## src/rtl/bwgw_pkg.sv

```systemverilog
`default_nettype none
package bwgw_pkg;

   // default grid geometry and pass count
   localparam int GRID_WIDTH_DEF  = 4;
   localparam int GRID_HEIGHT_DEF = 8;
   localparam int DIR_BITS_DEF    = 8;

   // fixed field widths
   localparam int WORD_W  = 32;
   localparam int BYTE_W  = 8;
   localparam int INDEX_W = 5;
   localparam int CSR_IDX_W  = 3;
   localparam int CSR_DATA_W = 8;

   localparam logic [BYTE_W-1:0] LEVEL_MAX = 8'hFF;

   // register indexes
   localparam logic [CSR_IDX_W-1:0] CSR_COUNT_MODE   = 3'd0;
   localparam logic [CSR_IDX_W-1:0] CSR_GATE_MODE    = 3'd1;
   localparam logic [CSR_IDX_W-1:0] CSR_CLAMP_ENABLE = 3'd2;
   localparam logic [CSR_IDX_W-1:0] CSR_INTENSITY    = 3'd3;
   localparam logic [CSR_IDX_W-1:0] CSR_ROTATE       = 3'd4;
   localparam logic [CSR_IDX_W-1:0] CSR_ORIGIN       = 3'd5;

   // step directions
   localparam logic [1:0] DIR_NORTH = 2'd0;
   localparam logic [1:0] DIR_EAST  = 2'd1;
   localparam logic [1:0] DIR_SOUTH = 2'd2;
   localparam logic [1:0] DIR_WEST  = 2'd3;

   // sequencer to walker control
   typedef struct packed {
      logic       load;
      logic       step;
      logic [1:0] dir;
   } walk_ctl_type;

endpackage
`default_nettype wire

```

## src/rtl/bit_word_grid_walk_core.sv

```systemverilog
// Channel  Direction  Ports                                          Handshake
// req      in         req_word                                       req_valid / req_stall
// rsp      out        rsp_cell_index, rsp_cell_level, rsp_last       rsp_valid / rsp_stall
// csr      in         csr_index, csr_wdata                           csr_we (write only)
//
// One item first walks S steps over L step slots, S = steps taken, L = step slots
// (4 in count mode, 4 * DIR_BITS in bit mode); in count mode S is at most 1020.
// Then one result is shown per cell, 32 cells in the default grid.
// The pace is set by the single step unit and the read-modify-write of the mark memory.
// Reset is synchronous; it restores the register defaults and drops all marks.
// req_stall is high for the whole item; rsp_stall holds the current result in place.
`default_nettype none
module bit_word_grid_walk_core import bwgw_pkg::*; #(
   parameter int GRID_WIDTH  = GRID_WIDTH_DEF,
   parameter int GRID_HEIGHT = GRID_HEIGHT_DEF,
   parameter int DIR_BITS    = DIR_BITS_DEF
) (
   input  wire logic                  clock,
   input  wire logic                  reset,
   input  wire logic                  req_valid,
   output logic                       req_stall,
   input  wire logic [WORD_W-1:0]     req_word,
   output logic                       rsp_valid,
   input  wire logic                  rsp_stall,
   output logic      [INDEX_W-1:0]    rsp_cell_index,
   output logic      [BYTE_W-1:0]     rsp_cell_level,
   output logic                       rsp_last,
   input  wire logic                  csr_we,
   input  wire logic [CSR_IDX_W-1:0]  csr_index,
   input  wire logic [CSR_DATA_W-1:0] csr_wdata
);

   localparam int CELLS = GRID_WIDTH * GRID_HEIGHT;
   localparam int CW = $clog2(CELLS);
   localparam int PW = $clog2(DIR_BITS + 1);

   localparam logic [2:0] ST_IDLE  = 3'd0;
   localparam logic [2:0] ST_WALK  = 3'd1;
   localparam logic [2:0] ST_DRAIN = 3'd2;
   localparam logic [2:0] ST_RD    = 3'd3;
   localparam logic [2:0] ST_LD    = 3'd4;
   localparam logic [2:0] ST_SHOW  = 3'd5;

   // configuration
   logic                 count_mode_ff, gate_mode_ff, clamp_ff;
   logic [BYTE_W-1:0]    intensity_ff;
   logic [5:0]           rotate_ff;
   logic [INDEX_W-1:0]   origin_ff;

   // sequencer
   logic [2:0]           state_ff, state_in;
   logic [WORD_W-1:0]    word_ff, word_in;
   logic [1:0]           dir_ff, dir_in;
   logic [PW-1:0]        pass_ff, pass_in;
   logic [BYTE_W-1:0]    rem_ff, rem_in;
   logic                 pend_ff;
   logic [CW-1:0]        idx_ff, idx_in;
   logic                 req_take, rsp_take, stepping, slot_last, idx_last;
   logic [2*WORD_W-1:0]  rot_wide;
   logic [1:0]           next_dir;
   logic [PW-1:0]        next_pass;

   // result registers
   logic                 rsp_valid_ff;
   logic [INDEX_W-1:0]   rsp_index_ff;
   logic [BYTE_W-1:0]    rsp_level_ff;
   logic                 rsp_last_ff;
   logic [CW+INDEX_W-1:0] idx_wide;
   logic [2*BYTE_W-1:0]  product;
   logic [BYTE_W-1:0]    level;

   walk_ctl_type         walk_ctl;
   logic [CW-1:0]        cell_addr, read_addr;
   logic [BYTE_W-1:0]    read_mark;
   logic                 mem_busy;

   // steps for one direction slot: a count, or one bit of the pass
   function automatic logic [BYTE_W-1:0] slot_count(
      input logic [WORD_W-1:0] w,
      input logic [1:0]        d,
      input logic [PW-1:0]     p,
      input logic              cmode
   );
      logic [BYTE_W-1:0] b;
      logic [BYTE_W:0]   sh;
      begin
         case (d)
            DIR_NORTH: b = w[31:24];
            DIR_EAST:  b = w[23:16];
            DIR_SOUTH: b = w[15:8];
            default:   b = w[7:0];
         endcase
         sh = {1'b0, b} >> p;
         slot_count = cmode ? b : BYTE_W'(sh[0]);
      end
   endfunction

   // configuration writes
   always_ff @(posedge clock) begin
      if (reset) begin
         count_mode_ff <= 1'b1;
         gate_mode_ff  <= 1'b1;
         clamp_ff      <= 1'b0;
         intensity_ff  <= 8'd1;
         rotate_ff     <= '0;
         origin_ff     <= 5'd18;
      end else if (csr_we) begin
         case (csr_index)
            CSR_COUNT_MODE:   count_mode_ff <= csr_wdata[0];
            CSR_GATE_MODE:    gate_mode_ff  <= csr_wdata[0];
            CSR_CLAMP_ENABLE: clamp_ff      <= csr_wdata[0];
            CSR_INTENSITY:    intensity_ff  <= csr_wdata;
            CSR_ROTATE:       rotate_ff     <= csr_wdata[5:0];
            CSR_ORIGIN:       origin_ff     <= csr_wdata[4:0];
            default: ;
         endcase
      end
   end

   assign req_take = req_valid && (state_ff == ST_IDLE);
   assign rsp_take = rsp_valid_ff && !rsp_stall;
   assign stepping = (state_ff == ST_WALK) && (rem_ff != '0);
   assign slot_last = (dir_ff == DIR_WEST) && (count_mode_ff || pass_ff == PW'(DIR_BITS));
   assign idx_last = (idx_ff == CW'(CELLS - 1));

   // rotate left by the amount modulo 32
   assign rot_wide = {req_word, req_word} << rotate_ff[4:0];

   // next direction slot
   always_comb begin
      next_dir  = dir_ff + 1'b1;
      next_pass = pass_ff;
      if (dir_ff == DIR_WEST) begin
         next_pass = pass_ff + 1'b1;
      end
   end

   // sequencer
   always_comb begin
      state_in = state_ff;
      word_in  = word_ff;
      dir_in   = dir_ff;
      pass_in  = pass_ff;
      rem_in   = rem_ff;
      idx_in   = idx_ff;
      case (state_ff)
         ST_IDLE: begin
            if (req_take) begin
               word_in  = rot_wide[2*WORD_W-1:WORD_W];
               dir_in   = DIR_NORTH;
               pass_in  = PW'(1);
               rem_in   = slot_count(rot_wide[2*WORD_W-1:WORD_W], DIR_NORTH, PW'(1),
                                     count_mode_ff);
               state_in = ST_WALK;
            end
         end
         ST_WALK: begin
            if (rem_ff != '0) begin
               rem_in = rem_ff - 1'b1;
            end else if (slot_last) begin
               state_in = ST_DRAIN;
            end else begin
               dir_in  = next_dir;
               pass_in = next_pass;
               rem_in  = slot_count(word_ff, next_dir, next_pass, count_mode_ff);
            end
         end
         ST_DRAIN: begin
            if (!pend_ff && !mem_busy) begin
               idx_in   = '0;
               state_in = ST_RD;
            end
         end
         ST_RD: state_in = ST_LD;
         ST_LD: state_in = ST_SHOW;
         ST_SHOW: begin
            if (rsp_take) begin
               if (idx_last) begin
                  state_in = ST_IDLE;
               end else begin
                  idx_in   = idx_ff + 1'b1;
                  state_in = ST_LD;
               end
            end
         end
         default: state_in = ST_IDLE;
      endcase
   end

   always_ff @(posedge clock) begin
      if (reset) begin
         state_ff <= ST_IDLE;
         pend_ff  <= 1'b0;
      end else begin
         state_ff <= state_in;
         pend_ff  <= stepping;
      end
   end

   always_ff @(posedge clock) begin
      word_ff <= word_in;
      dir_ff  <= dir_in;
      pass_ff <= pass_in;
      rem_ff  <= rem_in;
      idx_ff  <= idx_in;
   end

   // walker and mark memory
   assign walk_ctl.load = req_take;
   assign walk_ctl.step = stepping;
   assign walk_ctl.dir  = dir_ff;

   bwgw_walk #(
      .GRID_WIDTH  (GRID_WIDTH),
      .GRID_HEIGHT (GRID_HEIGHT)
   ) u_walk (
      .clock     (clock),
      .reset     (reset),
      .ctl       (walk_ctl),
      .origin    (origin_ff),
      .cell_addr (cell_addr)
   );

   // read ahead the next cell while a result waits
   assign read_addr = (state_ff == ST_SHOW && !idx_last) ? idx_ff + 1'b1 : idx_ff;

   bwgw_mark_mem #(
      .GRID_WIDTH  (GRID_WIDTH),
      .GRID_HEIGHT (GRID_HEIGHT)
   ) u_mark_mem (
      .clock     (clock),
      .reset     (reset),
      .clear     (req_take),
      .gate_mode (gate_mode_ff),
      .mark_en   (pend_ff),
      .mark_addr (cell_addr),
      .read_addr (read_addr),
      .read_mark (read_mark),
      .busy      (mem_busy)
   );

   // scale the mark into a level, or in gate mode map any set mark to the full level
   assign product = read_mark * intensity_ff;
   always_comb begin
      if (gate_mode_ff) begin
         level = (read_mark != '0) ? LEVEL_MAX : '0;
      end else if (clamp_ff && product[2*BYTE_W-1:BYTE_W] != '0) begin
         level = LEVEL_MAX;
      end else begin
         level = product[BYTE_W-1:0];
      end
   end

   assign idx_wide = {{INDEX_W{1'b0}}, idx_ff};

   // result register
   always_ff @(posedge clock) begin
      if (reset) begin
         rsp_valid_ff <= 1'b0;
      end else if (state_ff == ST_LD) begin
         rsp_valid_ff <= 1'b1;
      end else if (rsp_take) begin
         rsp_valid_ff <= 1'b0;
      end
   end

   always_ff @(posedge clock) begin
      if (state_ff == ST_LD) begin
         rsp_index_ff <= idx_wide[INDEX_W-1:0];
         rsp_level_ff <= level;
         rsp_last_ff  <= idx_last;
      end
   end

   assign req_stall      = (state_ff != ST_IDLE);
   assign rsp_valid      = rsp_valid_ff;
   assign rsp_cell_index = rsp_index_ff;
   assign rsp_cell_level = rsp_level_ff;
   assign rsp_last       = rsp_last_ff;

`ifndef SYNTHESIS
   a_rsp_only_in_show: assert property (@(posedge clock) disable iff (reset)
      rsp_valid_ff |-> (state_ff == ST_SHOW))
      else $error("result shown outside the show state");

   a_last_ends_item: assert property (@(posedge clock) disable iff (reset)
      (rsp_take && rsp_last_ff) |=> (state_ff == ST_IDLE))
      else $error("item not finished after last result");

   a_take_starts_walk: assert property (@(posedge clock) disable iff (reset)
      req_take |=> (state_ff == ST_WALK))
      else $error("accepted item did not start a walk");

   a_no_mark_in_output: assert property (@(posedge clock) disable iff (reset)
      (state_ff == ST_RD || state_ff == ST_LD || state_ff == ST_SHOW)
      |-> (!pend_ff && !mem_busy))
      else $error("mark update still in flight during output");
`endif

endmodule
`default_nettype wire

```

## src/rtl/bwgw_walk.sv

```systemverilog
`default_nettype none
module bwgw_walk import bwgw_pkg::*; #(
   parameter int GRID_WIDTH  = GRID_WIDTH_DEF,
   parameter int GRID_HEIGHT = GRID_HEIGHT_DEF,
   localparam int XW = $clog2(GRID_WIDTH),
   localparam int YW = $clog2(GRID_HEIGHT),
   localparam int CW = $clog2(GRID_WIDTH * GRID_HEIGHT)
) (
   input  wire logic               clock,
   input  wire logic               reset,
   input  wire walk_ctl_type       ctl,
   input  wire logic [INDEX_W-1:0] origin,
   output logic      [CW-1:0]      cell_addr
);

   localparam int CELLS = GRID_WIDTH * GRID_HEIGHT;
   localparam int OW = (CW > INDEX_W ? CW : INDEX_W) + 1;

   logic [XW-1:0] x_ff, x_in, org_x;
   logic [YW-1:0] y_ff, y_in, org_y;
   logic [OW-1:0] org_wide, org_clip;

   // saturate the origin at the last cell, then split into x and y
   always_comb begin
      org_wide = OW'(origin);
      org_clip = (org_wide < OW'(CELLS)) ? org_wide : OW'(CELLS - 1);
      org_y = '0;
      for (int k = 1; k < GRID_HEIGHT; k++) begin
         if (org_clip >= OW'(k * GRID_WIDTH)) begin
            org_y = YW'(k);
         end
      end
      org_x = XW'(org_clip - OW'(org_y) * OW'(GRID_WIDTH));
   end

   // load the origin, or advance one cell on the torus
   always_comb begin
      x_in = x_ff;
      y_in = y_ff;
      if (ctl.load) begin
         x_in = org_x;
         y_in = org_y;
      end else if (ctl.step) begin
         case (ctl.dir)
            DIR_NORTH: y_in = (y_ff == '0) ? YW'(GRID_HEIGHT - 1) : y_ff - 1'b1;
            DIR_EAST:  x_in = (x_ff == XW'(GRID_WIDTH - 1)) ? '0 : x_ff + 1'b1;
            DIR_SOUTH: y_in = (y_ff == YW'(GRID_HEIGHT - 1)) ? '0 : y_ff + 1'b1;
            default:   x_in = (x_ff == '0) ? XW'(GRID_WIDTH - 1) : x_ff - 1'b1;
         endcase
      end
   end

   always_ff @(posedge clock) begin
      if (reset) begin
         x_ff <= '0;
         y_ff <= '0;
      end else begin
         x_ff <= x_in;
         y_ff <= y_in;
      end
   end

   assign cell_addr = CW'(x_ff) + CW'(CW'(y_ff) * CW'(GRID_WIDTH));

endmodule
`default_nettype wire

```

## src/rtl/bwgw_mark_mem.sv

```systemverilog
`default_nettype none
module bwgw_mark_mem import bwgw_pkg::*; #(
   parameter int GRID_WIDTH  = GRID_WIDTH_DEF,
   parameter int GRID_HEIGHT = GRID_HEIGHT_DEF,
   localparam int CW = $clog2(GRID_WIDTH * GRID_HEIGHT)
) (
   input  wire logic              clock,
   input  wire logic              reset,
   input  wire logic              clear,
   input  wire logic              gate_mode,
   input  wire logic              mark_en,
   input  wire logic [CW-1:0]     mark_addr,
   input  wire logic [CW-1:0]     read_addr,
   output logic      [BYTE_W-1:0] read_mark,
   output logic                   busy
);

   localparam int CELLS = GRID_WIDTH * GRID_HEIGHT;

   logic [BYTE_W-1:0] mem [CELLS];
   logic [CELLS-1:0]  valid_ff;
   logic [BYTE_W-1:0] rd_data_ff;
   logic              rd_valid_ff;
   logic              wr_pend_ff;
   logic [CW-1:0]     wr_addr_ff;
   logic [CW-1:0]     addr;
   logic [BYTE_W-1:0] old_mark, new_mark;

   // a pending mark owns the read port
   assign addr = mark_en ? mark_addr : read_addr;

   assign old_mark = rd_valid_ff ? rd_data_ff : '0;
   assign new_mark = gate_mode ? (old_mark ^ BYTE_W'(1)) : old_mark + 1'b1;

   // registered read
   always_ff @(posedge clock) begin
      rd_data_ff  <= mem[addr];
      rd_valid_ff <= valid_ff[addr];
      wr_addr_ff  <= addr;
   end

   // write back the updated mark in the cycle after its read
   always_ff @(posedge clock) begin
      if (wr_pend_ff) begin
         mem[wr_addr_ff] <= new_mark;
      end
   end

   // valid bits: drop all at a new item, set on each write
   always_ff @(posedge clock) begin
      if (reset) begin
         valid_ff   <= '0;
         wr_pend_ff <= 1'b0;
      end else begin
         wr_pend_ff <= mark_en;
         if (clear) begin
            valid_ff <= '0;
         end else if (wr_pend_ff) begin
            valid_ff[wr_addr_ff] <= 1'b1;
         end
      end
   end

   assign read_mark = old_mark;
   assign busy      = wr_pend_ff;

endmodule
`default_nettype wire
```

## config.mk

```make
export PLATFORM = sky130hd
export DESIGN_NAME = bit_word_grid_walk_core
export DESIGN_NICKNAME = d
export VERILOG_FILES = /design/src/rtl/bwgw_pkg.sv /design/src/rtl/bit_word_grid_walk_core.sv /design/src/rtl/bwgw_walk.sv /design/src/rtl/bwgw_mark_mem.sv
export SDC_FILE = /design/constraint.sdc
export NUM_CORES = 1
export LEC_CHECK = 0
export ABC_AREA = 1
export ABC_CLOCK_PERIOD_IN_PS = 7400
export BUFFER_PORTS_ARGS = -buffer_cell sky130_fd_sc_hd__buf_2
export CAP_MARGIN = 15
export CORE_UTILIZATION = 58
export CTS_CLUSTER_SIZE = 16
export DETAILED_ROUTE_END_ITERATION = 8
export GPL_TIMING_DRIVEN = 0
export MAX_ROUTING_LAYER = met4
export PLACE_DENSITY_LB_ADDON = 0.2
export SLEW_MARGIN = 40
export SYNTH_ARGS = -nofsm -noshare
export SYNTH_HDL_FRONTEND = slang
export SYNTH_SLANG_ARGS = --single-unit
export TNS_END_PERCENT = 100
```

## constraint.sdc

```tcl
create_clock -name clock -period 7.4 [get_ports clock]
set_clock_uncertainty 0.2 [all_clocks]
set_input_delay 0.37 -clock clock [delete_from_list [all_inputs] [get_ports clock]]
set_output_delay 0.37 -clock clock [all_outputs]
set_load 0.01 [all_outputs]
```

# Yosys cells after proc, flatten, opt, wreduce, memory -nomap -nowiden
# Memories as Yosys holds them, arrays and structs flattened. A register that Yosys moved wholly into a read port is not among the register bits.
# Index checks and enable logic that the tools add are counted.
op_classes:
  addsub: 11
  multipliers: 1
  n_lt_le_gt_ge: 10
  n_eq_ne: 28
  n_shift: 2
  muxes: 62
  bitwise: 2
  reduce_logical: 43
op_table:
  columns: ["operator", "count"]
  rows:
  - ["two-way mux 8 bit", 13]
  - ["<< shifter 64 x 5 -> 64 bit", 1]
  - ["two-way mux 3 bit", 14]
  - ["OR 32 bit", 1]
  - ["two-way mux 5 bit", 5]
  - ["one-hot mux 8 bit (3 select lines)", 1]
  - ["nonzero test 8 bit", 3]
  - ["greater-or-equal comparator 5 bit, second input constant", 4]
  - ["two-way mux 2 bit", 9]
  - ["one-hot mux 3 bit (6 select lines)", 1]
  - ["AND reduction 2 bit", 9]
  - ["multiplier 8 x 8 -> 16 bit", 1]
  - ["two-way mux 4 bit", 4]
  - ["one-hot mux 8 bit (2 select lines)", 1]
  - ["== test 3 bit, second input constant", 5]
  - ["inequality test 2 bit, second input constant", 7]
  - ["== test 3 x 2 -> 1 bit, second input constant", 4]
  - ["< comparator 5 x 6 -> 1 bit, second input constant", 2]
  - ["greater-or-equal comparator 5 x 4 -> 1 bit, second input constant", 2]
  - ["one-hot mux 5 bit (2 select lines)", 1]
  - ["logical NOT 3 bit", 3]
  - ["adder 8 x 1 -> 8 bit, second input constant", 1]
  - ["== test 2 bit, second input constant", 4]
  - ["logical AND 1 bit", 8]
  - ["other kinds (33)", 55]
totals:
  ff_bits: 135
  ramBits: 256
  inputBits: 48
  output_inout_bits: 16
  word_cells: 183
  memories: 1
memory_table:
  columns: ["memory", "depth", "word_bits", "rd", "rd_clocked_by_memory_dff", "wr", "line_no", "rtl"]
  rows:
  - ["u_mark_mem.mem", 32, 8, 1, 1, 1, "bwgw_mark_mem.sv:20", "logic [BYTE_W-1:0] mem [CELLS];"]

# Depth between registers and ports, before layout
# Gate-level depths: netlist (run 1).
logic_depth:
  depth_word: 11
  depth_mapped: 26
  mapped_depth_nobuf: 25

# Hierarchy
# A second synthesis (run 1) with hierarchy kept.
unflattened:
  hier_cells: 2645
  hier_area_um2: 22188.8
modules_own_cells:
  columns: ["mod", "instances", "cells_per_inst", "area_per_inst_um2", "seq_area_each_um2"]
  rows:
  - ["bwgw_mark_mem", 1, 1396, 13479.2, 8628.3]
  - ["bit_word_grid_walk_core", 1, 1177, 8298.0, 2472.4]
  - ["bwgw_walk", 1, 72, 411.6, 100.1]

# Least setup slack after synthesis (run 1)
# OpenSTA, ideal clock, no wires.
synth_timing:
  path_type: "register -> register"
  startpoint: "reg u_mark_mem.rd_valid_ff"
  endpoint: "reg rsp_level_ff[0] (netlist: rsp_cell_level[0]), data pin"
  setup_ns: 0.276
  t_arrival_ns: 4.776
  required_time_ns: 6.924
  setup_slack_ns: 2.149
  stages_incl_launch_ff: 27
  path_buffers: 1
  period_less_slack_ns: 5.251
  cell_sequence: "dfxtp_1 buf_2 nand2_1 inv_1 nand2_1 fa_1 fa_1 inv_1 fa_1 inv_1 fa_1 inv_1 ha_1 nand2_1 nand2_1 a21oi_1 nand2_1 nand2_1 nand2_1 nand2_1 nand2_1 nor2_1 nand3_1 nand2_1 nand2_1 nand2_1 nand2_1"
synth_between:
  elab_chain_len: 6
  word_cells_on_any_way: 8
  classes_between: "mul: 1; mux: 4; reduce/logical: 3"
synth_rtl:
  columns: ["item", "line_no", "rtl"]
  rows:
  - ["from (decl)", "bwgw_mark_mem.sv:23", "logic rd_valid_ff;"]
  - ["from (signal assigned)", "bwgw_mark_mem.sv:38", "rd_valid_ff <= valid_ff[addr];"]
  - ["two-way mux 8 bit *", "bwgw_mark_mem.sv:32", "assign old_mark = rd_valid_ff ? rd_data_ff : '0;"]
  - ["multiplier 8 x 8 -> 16 bit", "bit_word_grid_walk_core.sv:243", "assign product = read_mark * intensity_ff;"]
  - ["nonzero test 8 bit", "bit_word_grid_walk_core.sv:247", "end else if (clamp_ff && product[2*BYTE_W-1:BYTE_W] != '0) begin"]
  - ["logical AND 1 bit", "bit_word_grid_walk_core.sv:247", null]
  - ["two-way mux 8 bit", "bit_word_grid_walk_core.sv:247", null]
  - ["two-way mux 8 bit *", "bit_word_grid_walk_core.sv:245", "if (gate_mode_ff) begin"]
  - ["net level[0]", "bit_word_grid_walk_core.sv:70", "logic [BYTE_W-1:0] level;"]
  - ["to (signal assigned)", "bit_word_grid_walk_core.sv:270", "rsp_level_ff <= level;"]
  - ["to (decl)", "bit_word_grid_walk_core.sv:66", "logic [BYTE_W-1:0] rsp_level_ff;"]
# Mark *: on every way through the listed nets, which the timed path passes. The rest lies on a longest branch.
# A chain may end at the register's enable or synchronous reset.

# Worst setup path in the final report (run 1)
layout_timing:
  startpoint: "reg u_mark_mem.rd_valid_ff"
  endpoint: "reg rsp_level_ff[3] (netlist: rsp_cell_level[3]), data pin"
# Same word-level chain as after synthesis.

==> results of run 1 <==
power groups by stage:
stage	clock, mW	combinational, mW	sequential, mW
2_1_floorplan	0	1.99	2.96
3_3_place_gp	0	2.98	2.99
3_5_place_dp	0	3.15	2.98
4_1_cts	2.20	3.18	2.93
5_1_grt	2.29	3.55	2.95
6_report	2.19	3.25	2.94
area by class of cell:
type                    count  area, um2
plain buffers             106      538.0
inverters                 472       1774
multi-input cells        1620       8607
fillers                  3076      12160
clock inverters            21      246.5
clock buffers              58       1182
flip-flops and latches    399      11200
well taps                 504      630.6
diodes                      2      5.005
repair buffers             86      615.6
final timing paths:
path	startpoint	endpoint	cells after the start
hold reg to reg	origin_ff[3]	origin_ff[3]	2
hold / removal	csr_index[0]	intensity_ff[0]	4
setup / recovery	u_mark_mem.rd_valid_ff	rsp_cell_level[3]	26
setup reg to reg	u_mark_mem.rd_valid_ff	rsp_cell_level[3]	26
flip-flops by register name (all words and copies together), names as in the netlist, 3 cells and up:
signal and count:
origin_ff 5, word_ff 32, pass_ff 4, rem_ff 8, u_mark_mem.wr_addr_ff 5, u_mark_mem.mem 256
rsp_cell_index 5, u_mark_mem.rd_data_ff 8, state_ff 3, u_mark_mem.valid_ff 32, rotate_ff 5, intensity_ff 8
u_walk.y_ff 3, idx_ff 5, rsp_cell_level 8
through the flow:
step / instance area (um2) / hold slack (ns) / setup slack (ns)
finish: 24800 / 0.06725 / 1.605
global route: 24800 / 0.1381 / 1.316
CTS: 24750 / 0.03602 / 1.604
detailed placement: 23180 / 0.2434 / 1.697
global placement: 22890 / 0.2432 / 0.7169
floorplan: 21940 / 0.2237 / 2.149
cells in the mapped netlist (9+ instances only):
| library cell | instances | area (um2) |
|---|---|---|
| a21oi_1 | 41 | 205.2 |
| buf_2 | 43 | 215.2 |
| clkbuf_1 | 41 | 153.9 |
| dfxtp_1 | 78 | 1562 |
| edfxtp_1 | 321 | 9639 |
| fa_1 | 36 | 720.7 |
| ha_1 | 57 | 713.2 |
| inv_1 | 461 | 1730 |
| mux2i_1 | 17 | 170.2 |
| nand2_1 | 640 | 2402 |
| nand3_1 | 400 | 2002 |
| nand4_1 | 14 | 87.58 |
| nor2_1 | 185 | 694.4 |
| nor3_1 | 18 | 90.09 |
| o21a_1 | 9 | 67.56 |
| o21ai_0 | 118 | 590.6 |
| or2_2 | 12 | 75.07 |
| xor2_1 | 13 | 113.9 |
layout by cell type, fill, tap and decap left out, drive strengths merged:
cell,synthesis,final
a211oi,4,4
a21boi,1,1
a21o,1,1
a21oi,42,42
a311o,2,2
a31o,1,1
a31oi,4,4
a32oi,3,3
a41oi,1,1
and2,2,2
and3,1,1
buf,65,137
bufinv,0,4
clkbuf,41,99
clkinv,3,15
dfxtp,78,78
diode,0,2
dlygate4sd3,0,14
edfxtp,321,321
fa,36,36
ha,57,57
inv,469,474
mux2i,17,17
nand2,646,646
nand3,403,403
nand4,14,14
nor2,187,187
nor3,18,18
nor4,2,2
o211ai,6,6
o21a,9,9
o21ai,125,125
o21bai,2,2
o22ai,1,1
o41ai,1,1
or2,13,13
xnor2,8,8
xor2,13,13
worst max-delay path: stages, from the launching register on:
cell and delay, ns:
dfxtp_1 0.30, buf_2 0.21, nand2_4 0.36, inv_1 0.32
nand2_1 0.12, fa_1 0.53, fa_1 0.55, inv_1 0.05
fa_1 0.54, inv_1 0.06, fa_1 0.52, inv_1 0.04
ha_1 0.34, nand2_1 0.09, nand2_1 0.08, a21oi_1 0.18
nand2_1 0.10, nand2_1 0.08, nand2_1 0.05, nand2_1 0.05
nand2_1 0.04, nor2_1 0.08, nand3_1 0.13, nand2_1 0.23
nand2_1 0.10, nand2_1 0.08, nand2_1 0.08
routing by layer:
layer	part of all wire	vias to the layer above	global-route usage	wire length (um)
met5	0	-	-	0
met4	0.022	0	0.09201	1325
met3	0.095	99	0.04483	5774
met2	0.46	821	0.5143	27670
met1	0.42	8497	0.4589	25690
li1	-	8647	-	-
logic make-up (layout without fill, tap and decap cells):
kind of cell / after synthesis / in the layout / synth area share
buf+inv: 578 / 743 / 0.1054
mux: 17 / 17 / 0.007754
other cells: 0 / 2 / 0
compound gates: 203 / 203 / 0.05171
fa+ha+maj: 93 / 93 / 0.06534
xor+xnor: 21 / 21 / 0.008381
simple gates: 1286 / 1286 / 0.2510
flops: 399 / 399 / 0.5104
==> metrics.log, run 1 <==
[metrics] run status: complete, no violations
[metrics] instance count of the mapped netlist: 2597
[metrics] largest net degree at the start of global routing: 41
[metrics] total of hold buffers inserted after clock tree synthesis: 14
[metrics] part of the total power dissipated in the clock network: 0.261
[metrics] Mapped Avg Cell Area: 8.450 um2
[metrics] total congestion overflow: 0
[metrics] library cells used by synthesis: 49
[metrics] total nets after synthesis: 2738
[metrics] final total power: 8.373 mW
[metrics] fraction of power spent switching nets: 0.3980
[metrics] Final GP Congestion: 0.9874
[metrics] Max Slew Vio Count: 0
[metrics] worst skew pair latency: 0.58 ns
[metrics] PwrDens: 337.6 nW/um2
[metrics] initial cell density of the core: 0.5937
[metrics] Crit Path Max Fanout: 40
[metrics] Leak: 11.13 nW
[metrics] final worst path period need: 5.795 ns
[metrics] number of DRC markers in iteration 0: 1792
[metrics] core utilization of the finished layout: 0.6710
[metrics] register area share after synthesis: 0.5104
[metrics] Final Net Count: 2869
[metrics] net switching component of the power: 3.332 mW
[metrics] worst vdd ir: 0.2177 mV
[metrics] slew at the pin with the worst max-slew slack: 0.8566 ns
[metrics] number of global-route vias before repair: 17148
[metrics] category of the worst setup path launch point: flip-flop
[metrics] setup tns final: 0 ns
[metrics] R2R Setup Slk: 1.61 ns
[metrics] root cell of the clock tree: clkbuf_16
[metrics] data required time at the worst endpoint: 7.50 ns
[metrics] hpwl dp: 44680 um
[metrics] P_int: 5.041 mW
[metrics] startpoint-to-endpoint class of the critical path: flip-flop to flip-flop
[metrics] WL per Instance: 18.50 um
[metrics] number of buffer cells added on primary ports: 63
[metrics] global-route wire length before repair: 94300 um
[metrics] CTS tree: built
[metrics] vias per cell: 5.528
[metrics] total wire length: 60460 um
[metrics] horizontal die dimension: 196.5 um
[metrics] YS warnings: 0
[metrics] relative contribution of sequential cells to total power: 0.351
[metrics] Max Freq: 172.6 MHz
[metrics] DRC: 0
[metrics] path category of the worst min-delay check: input pin to flip-flop
[metrics] total core area: 36960 um2
[metrics] floorplan die area: 38620 um2
[metrics] max capacitance violation total: 0
[metrics] most used flip-flop cell after synthesis: edfxtp_1
[metrics] remaining antenna violation count: 0
[metrics] buffers from clock root to sink, at most: 3
[metrics] CTS H-tree depth: 2
[metrics] combinational share of power: 0.388
[metrics] setup repair after global routing missed its margin: no
[metrics] max-slew headroom at the worst pin: 0.4268
[metrics] IO Pins: 64
[metrics] Core Rows: 70
[metrics] final count of negative-setup-slack endpoints: 0
[metrics] placed cell count: 3173
[metrics] FFs w/ async S/R, synth: 0
[metrics] Initial DRT Pass Iterations: 6
[metrics] hold violation total from the final report: 0
[metrics] number of antenna violations at the first check in global routing: 1
[metrics] TritonCTS Buffers: 43
[metrics] register bit total from synthesis: 399
[metrics] buffer count from post-CTS setup fixing: 0
[metrics] TritonCTS Sinks: 399
[metrics] combined global-route utilization of all metal layers: 0.3312
[metrics] P&R area growth vs syn: 13.01%
[metrics] final period utilization: 0.7831
[metrics] count of flip-flops with a built-in enable after synthesis: 321
[metrics] number of gates resized after cts: 0
[metrics] Layout Cells excl Fill: 3268
[metrics] arrival time at the worst endpoint: 5.90 ns
[metrics] share of layout cells above drive strength 1: 0.09558
[metrics] DIE HEIGHT: 196.5 um
[metrics] netlist area before placement: 21940 um2
[metrics] total via count after detailed routing: 18064
[metrics] element type at the critical path end: flip-flop
[metrics] Clk pin slew, worst setup/hold paths: 0.06 ns
(Power assumes the default switching activity.)
==> run 2: changes to the inputs <==
--- a/config.mk
+++ b/config.mk
@@ -5,11 +5,11 @@
 export SDC_FILE = /design/constraint.sdc
 export NUM_CORES = 1
 export LEC_CHECK = 0
-export ABC_AREA = 1
-export ABC_CLOCK_PERIOD_IN_PS = 7400
+export ABC_AREA = 0
+export ABC_CLOCK_PERIOD_IN_PS = 4900
 export BUFFER_PORTS_ARGS = -buffer_cell sky130_fd_sc_hd__buf_2
 export CAP_MARGIN = 15
-export CORE_UTILIZATION = 58
+export CORE_UTILIZATION = 57
 export CTS_CLUSTER_SIZE = 16
 export DETAILED_ROUTE_END_ITERATION = 8
 export GPL_TIMING_DRIVEN = 0
==> constraint.sdc (replaced) <==
create_clock -name clock -period 4.9 [get_ports clock]
set_clock_uncertainty 0.2 [all_clocks]
set_input_delay 0.245 -clock clock [delete_from_list [all_inputs] [get_ports clock]]
set_output_delay 0.245 -clock clock [all_outputs]
set_load 0.01 [all_outputs]
==> run 2 against run 1 <==
  * The run now ends with negative setup slack left
  * Register-to-register slack got worse by 1.9 ns
  * First-iteration DRC count decreased by 20%
  * Non-clock buffer count up 8
  * Critical path type unchanged
  * Largest cell class unchanged
  * Highest routed layer unchanged
==> metrics.log, run 2 <==
[metrics] share of Yosys cell area claimed by the top area cell type: 0.4690 (+0.02971)
[metrics] most frequent cells after synthesis: edfxtp_1, nand2_1, mux2i_1, and3_1, nor2_1
[metrics] startpoint-to-endpoint class of the critical path: flip-flop to flip-flop
[metrics] TritonCTS Sinks: 399 (unchanged)
[metrics] arrival time at the worst endpoint: 5.27 ns (-0.63 ns)
[metrics] Max Freq: 193.5 MHz (+12%)
[metrics] Leak: 8.815 nW (-21%)
[metrics] worst path cell trace: buf_8, buf_8, and3_4, fa_1, inv_2, fa_1, inv_1, fa_1, inv_1, fa_1, inv_2, ha_4, a2111oi_4, buf_4, a21oi_1, mux2i_1, a41oi_1, a41o_4, a21oi_1
[metrics] share of layout cells above drive strength 1: 0.1718 (+0.07621)
[metrics] slew at the pin with the worst max-slew slack: 0.8639 ns (+0.007284 ns)
[metrics] IO Pins: 64 (unchanged)
[metrics] total congestion overflow: 0 (unchanged)
[metrics] final period utilization: 1.055 (+0.2716)
[metrics] total nets after synthesis: 1856 (-32%)
[metrics] final count of negative-setup-slack endpoints: 8 (+8)
[metrics] buffers from clock root to sink, at most: 3 (unchanged)
[metrics] worst skew pair latency: 0.58 ns (about the same)
[metrics] WL per Instance: 22.37 um (+21%)
[metrics] Core Rows: 69 (-1.4%)
[metrics] element type at the critical path end: flip-flop
[metrics] category of cells accounting for the largest share of critical-path delay: adder cells
[metrics] hold path startpoint: req_valid
[metrics] Mapped Avg Cell Area: 11.99 um2 (+42%)
[metrics] YS warnings: 0 (unchanged)
[metrics] most used flip-flop cell after synthesis: edfxtp_1
[metrics] fin worst setup slack: -0.2681 ns (-1.873 ns)
[metrics] FFs w/ async S/R, synth: 0 (unchanged)
[metrics] max capacitance violation total: 0 (unchanged)
[metrics] total buffers and inverters traversed by the critical path: 7 (+2)
[metrics] critical register-to-register path endpoint: rsp_cell_level[5]
[metrics] initial cell density of the core: 0.5793 (-0.01445)
[metrics] number of antenna repair diodes: 0 (-2)
[metrics] Max Slew Vio Count: 0 (unchanged)
[metrics] total core area: 35480 um2 (-4.0%)
[metrics] final worst path period need: 5.168 ns (-0.6268 ns)
[metrics] number of global-route vias before repair: 14368 (-16%)
[metrics] register bit total from synthesis: 399 (unchanged)
[metrics] total via count after detailed routing: 14498 (-20%)
[metrics] Final Net Count: 1993 (-31%)
[metrics] DRC: 0 (unchanged)
[metrics] path category of the worst min-delay check: input pin to flip-flop
[metrics] global-route wire length before repair: 80740 um (-14%)
[metrics] worst slack at placement: -0.5335 ns (-2.231 ns)
[metrics] library cells used by synthesis: 77 (+57%)
[metrics] root cell of the clock tree: clkbuf_16
[metrics] largest net degree at the start of global routing: 37 (-9.8%)
[metrics] Clk pin slew, worst setup/hold paths: 0.06 ns (about the same)
[metrics] P&R area growth vs syn: 14.45%
[metrics] combined global-route utilization of all metal layers: 0.2992 (-0.03203)
[metrics] worst hold path cell count: 3 (-1)
[metrics] register area share after synthesis: 0.5449 (+0.03452)
[metrics] PwrDens: 505.0 nW/um2 (+50%)
[metrics] R2R Setup Slk: -0.27 ns (-1.87 ns)
[metrics] Crit Path Max Fanout: 8 (-80%)
[metrics] most frequent cell on the critical path: fa_1
[metrics] registers with the most flip-flops: u_mark_mem.mem (256), u_mark_mem.valid_ff (32), word_ff (32)
[metrics] leading cell types by total area after synthesis: edfxtp_1, dfxtp_1, mux2i_1
[metrics] number of cell instances on the worst register-to-register path: 19 (-27%)
[metrics] hpwl dp: 37460 um (-16%)
[metrics] floorplan die area: 36820 um2 (-4.6%)
[metrics] CTS tree: built
[metrics] commonest cells after routing, fill and taps aside: edfxtp_1, nand2_1, mux2i_1, buf_2, and3_1
[metrics] Final GP Congestion: 1.014 (+2.7%)
[metrics] register ranked first by flip-flop count: u_mark_mem.mem
[metrics] number of DRC markers in iteration 0: 1440 (-20%)
[metrics] most frequent standard cell in the layout excluding fill and tap cells: edfxtp_1
[metrics] total wire length: 52490 um (-13%)
[metrics] DIE HEIGHT: 191.9 um (-2.4%)
[metrics] violated checks: negative setup slack
[metrics] Max stage delay on crit path: 0.54 ns (about the same)
[metrics] slowest stage cell, crit path: fa_1
[metrics] TritonCTS Buffers: 42 (-2.3%)
[metrics] horizontal die dimension: 191.9 um (-2.4%)
[metrics] netlist area before placement: 20550 um2 (-6.3%)
[metrics] max-slew headroom at the worst pin: 0.4220 (-0.004873)
[metrics] endpoint with the worst hold slack: u_walk.x_ff[1]
[metrics] worst vdd ir: 0.4104 mV (+88%)
[metrics] instance count of the mapped netlist: 1715 (-34%)
[metrics] Post-DP Area: 21770 um2 (-6.1%)
[metrics] max FFs per register: 256 (unchanged)
[metrics] vias per cell: 6.177 (+12%)
[metrics] category of the worst setup path launch point: flip-flop
[metrics] number of buffer cells added on primary ports: 61 (-3.2%)
[metrics] CTS H-tree depth: 2 (unchanged)
[metrics] count leader, synth: edfxtp_1
[metrics] count of flip-flops with a built-in enable after synthesis: 321 (unchanged)
[metrics] Initial DRT Pass Iterations: 6 (unchanged)
[metrics] remaining antenna violation count: 0 (unchanged)
[metrics] setup repair after global routing missed its margin: yes
[metrics] number of antenna violations at the first check in global routing: 0 (-1)
[metrics] core utilization of the finished layout: 0.6630 (-0.007989)
[metrics] launching point of the worst reg2reg path: u_mark_mem.rd_valid_ff
[metrics] hold violation total from the final report: 0 (unchanged)
[metrics] summed area of non-filler cells in the final layout: 23530 um2 (-5.1%)
[metrics] biggest area consumer among synthesized cells: edfxtp_1
[metrics] run status: finished with violations
[metrics] data required time at the worst endpoint: 5.00 ns (-2.50 ns)
## run 2: worst max path at each step
stage / startpoint / end / cells past startpoint
floorplan: u_mark_mem.rd_valid_ff / rsp_cell_level[0] / 19
global placement: u_mark_mem.rd_valid_ff / rsp_cell_level[5] / 16
detailed placement: u_mark_mem.rd_data_ff[5] / rsp_cell_level[5] / 16
CTS: u_mark_mem.rd_valid_ff / rsp_cell_level[5] / 19
global route: u_mark_mem.rd_valid_ff / rsp_cell_level[6] / 19
finish: u_mark_mem.rd_valid_ff / rsp_cell_level[5] / 19
## run 2: power breakdown
| group | internal, mW | switching, mW |
|---|---|---|
| sequential | 4.33 | 0.233 |
| clock | 1.88 | 1.34 |
| combinational | 1.40 | 2.69 |
## run 2: worst register-to-register path, delay by kind of cell (launching register included)
family | cells | cell delay, ns
AOI/OAI and AO/OA | 5 | 1.16
adders and majority gates | 5 | 2.28
buffers and inverters | 7 | 0.60
DFF | 1 | 0.36
muxes | 1 | 0.15
and+or+nand+nor | 1 | 0.16
## run 2: logic make-up after synthesis
logic type / after synthesis / share of synthesized area
simple gates: 510 / 0.1191
flops: 399 / 0.5449
compound gates: 323 / 0.1074
mux: 184 / 0.1118
buf+inv: 182 / 0.03677
fa+ha+maj: 93 / 0.06976
xor+xnor: 24 / 0.01023
## run 2: per-layer routing
metal / up-vias / track usage / part of all wire
met5: - / - / 0
met3: 113 / 0.04129 / 0.066
met1: 7081 / 0.3919 / 0.42
met4: 0 / 0.1050 / 0.033
li1: 6705 / - / -
met2: 599 / 0.4793 / 0.48
## run 2: layout make-up
class / instances / area, um2
plain buffers: 105 / 521.8
clock buffers: 60 / 1200
clock inverters: 18 / 201.4
fillers: 2641 / 11960
inverters: 75 / 284.0
multi-input cells: 1134 / 8866
flip-flops and latches: 399 / 11210
well taps: 461 / 576.8
repair buffers: 95 / 665.6
## run 2: what timing repair did
action	4_1_cts	5_1_grt
pin swaps	10	7
resized for setup	19	15
hold buffers	13	0
gates cloned	1	0
endpoints found under the setup margin	8	8
endpoints found under the hold margin	23	0
buffers inserted	8	1
## run 2: metrics by stage
stage / std cells / hold WS, ns / power (mW) / setup TNS (ns)
final: 2347 / 0.06783 / 11.88 / -2.038
after CTS: 2347 / 0.03414 / 11.80 / -1.579
after global routing: 2347 / 0.05885 / 12.38 / -3.254
after detailed placement: 2248 / 0.2403 / 8.508 / -4.174
after floorplan: 1715 / 0.1628 / 7.045 / -0.4367
after global placement: 2237 / 0.2383 / 8.248 / -3.102
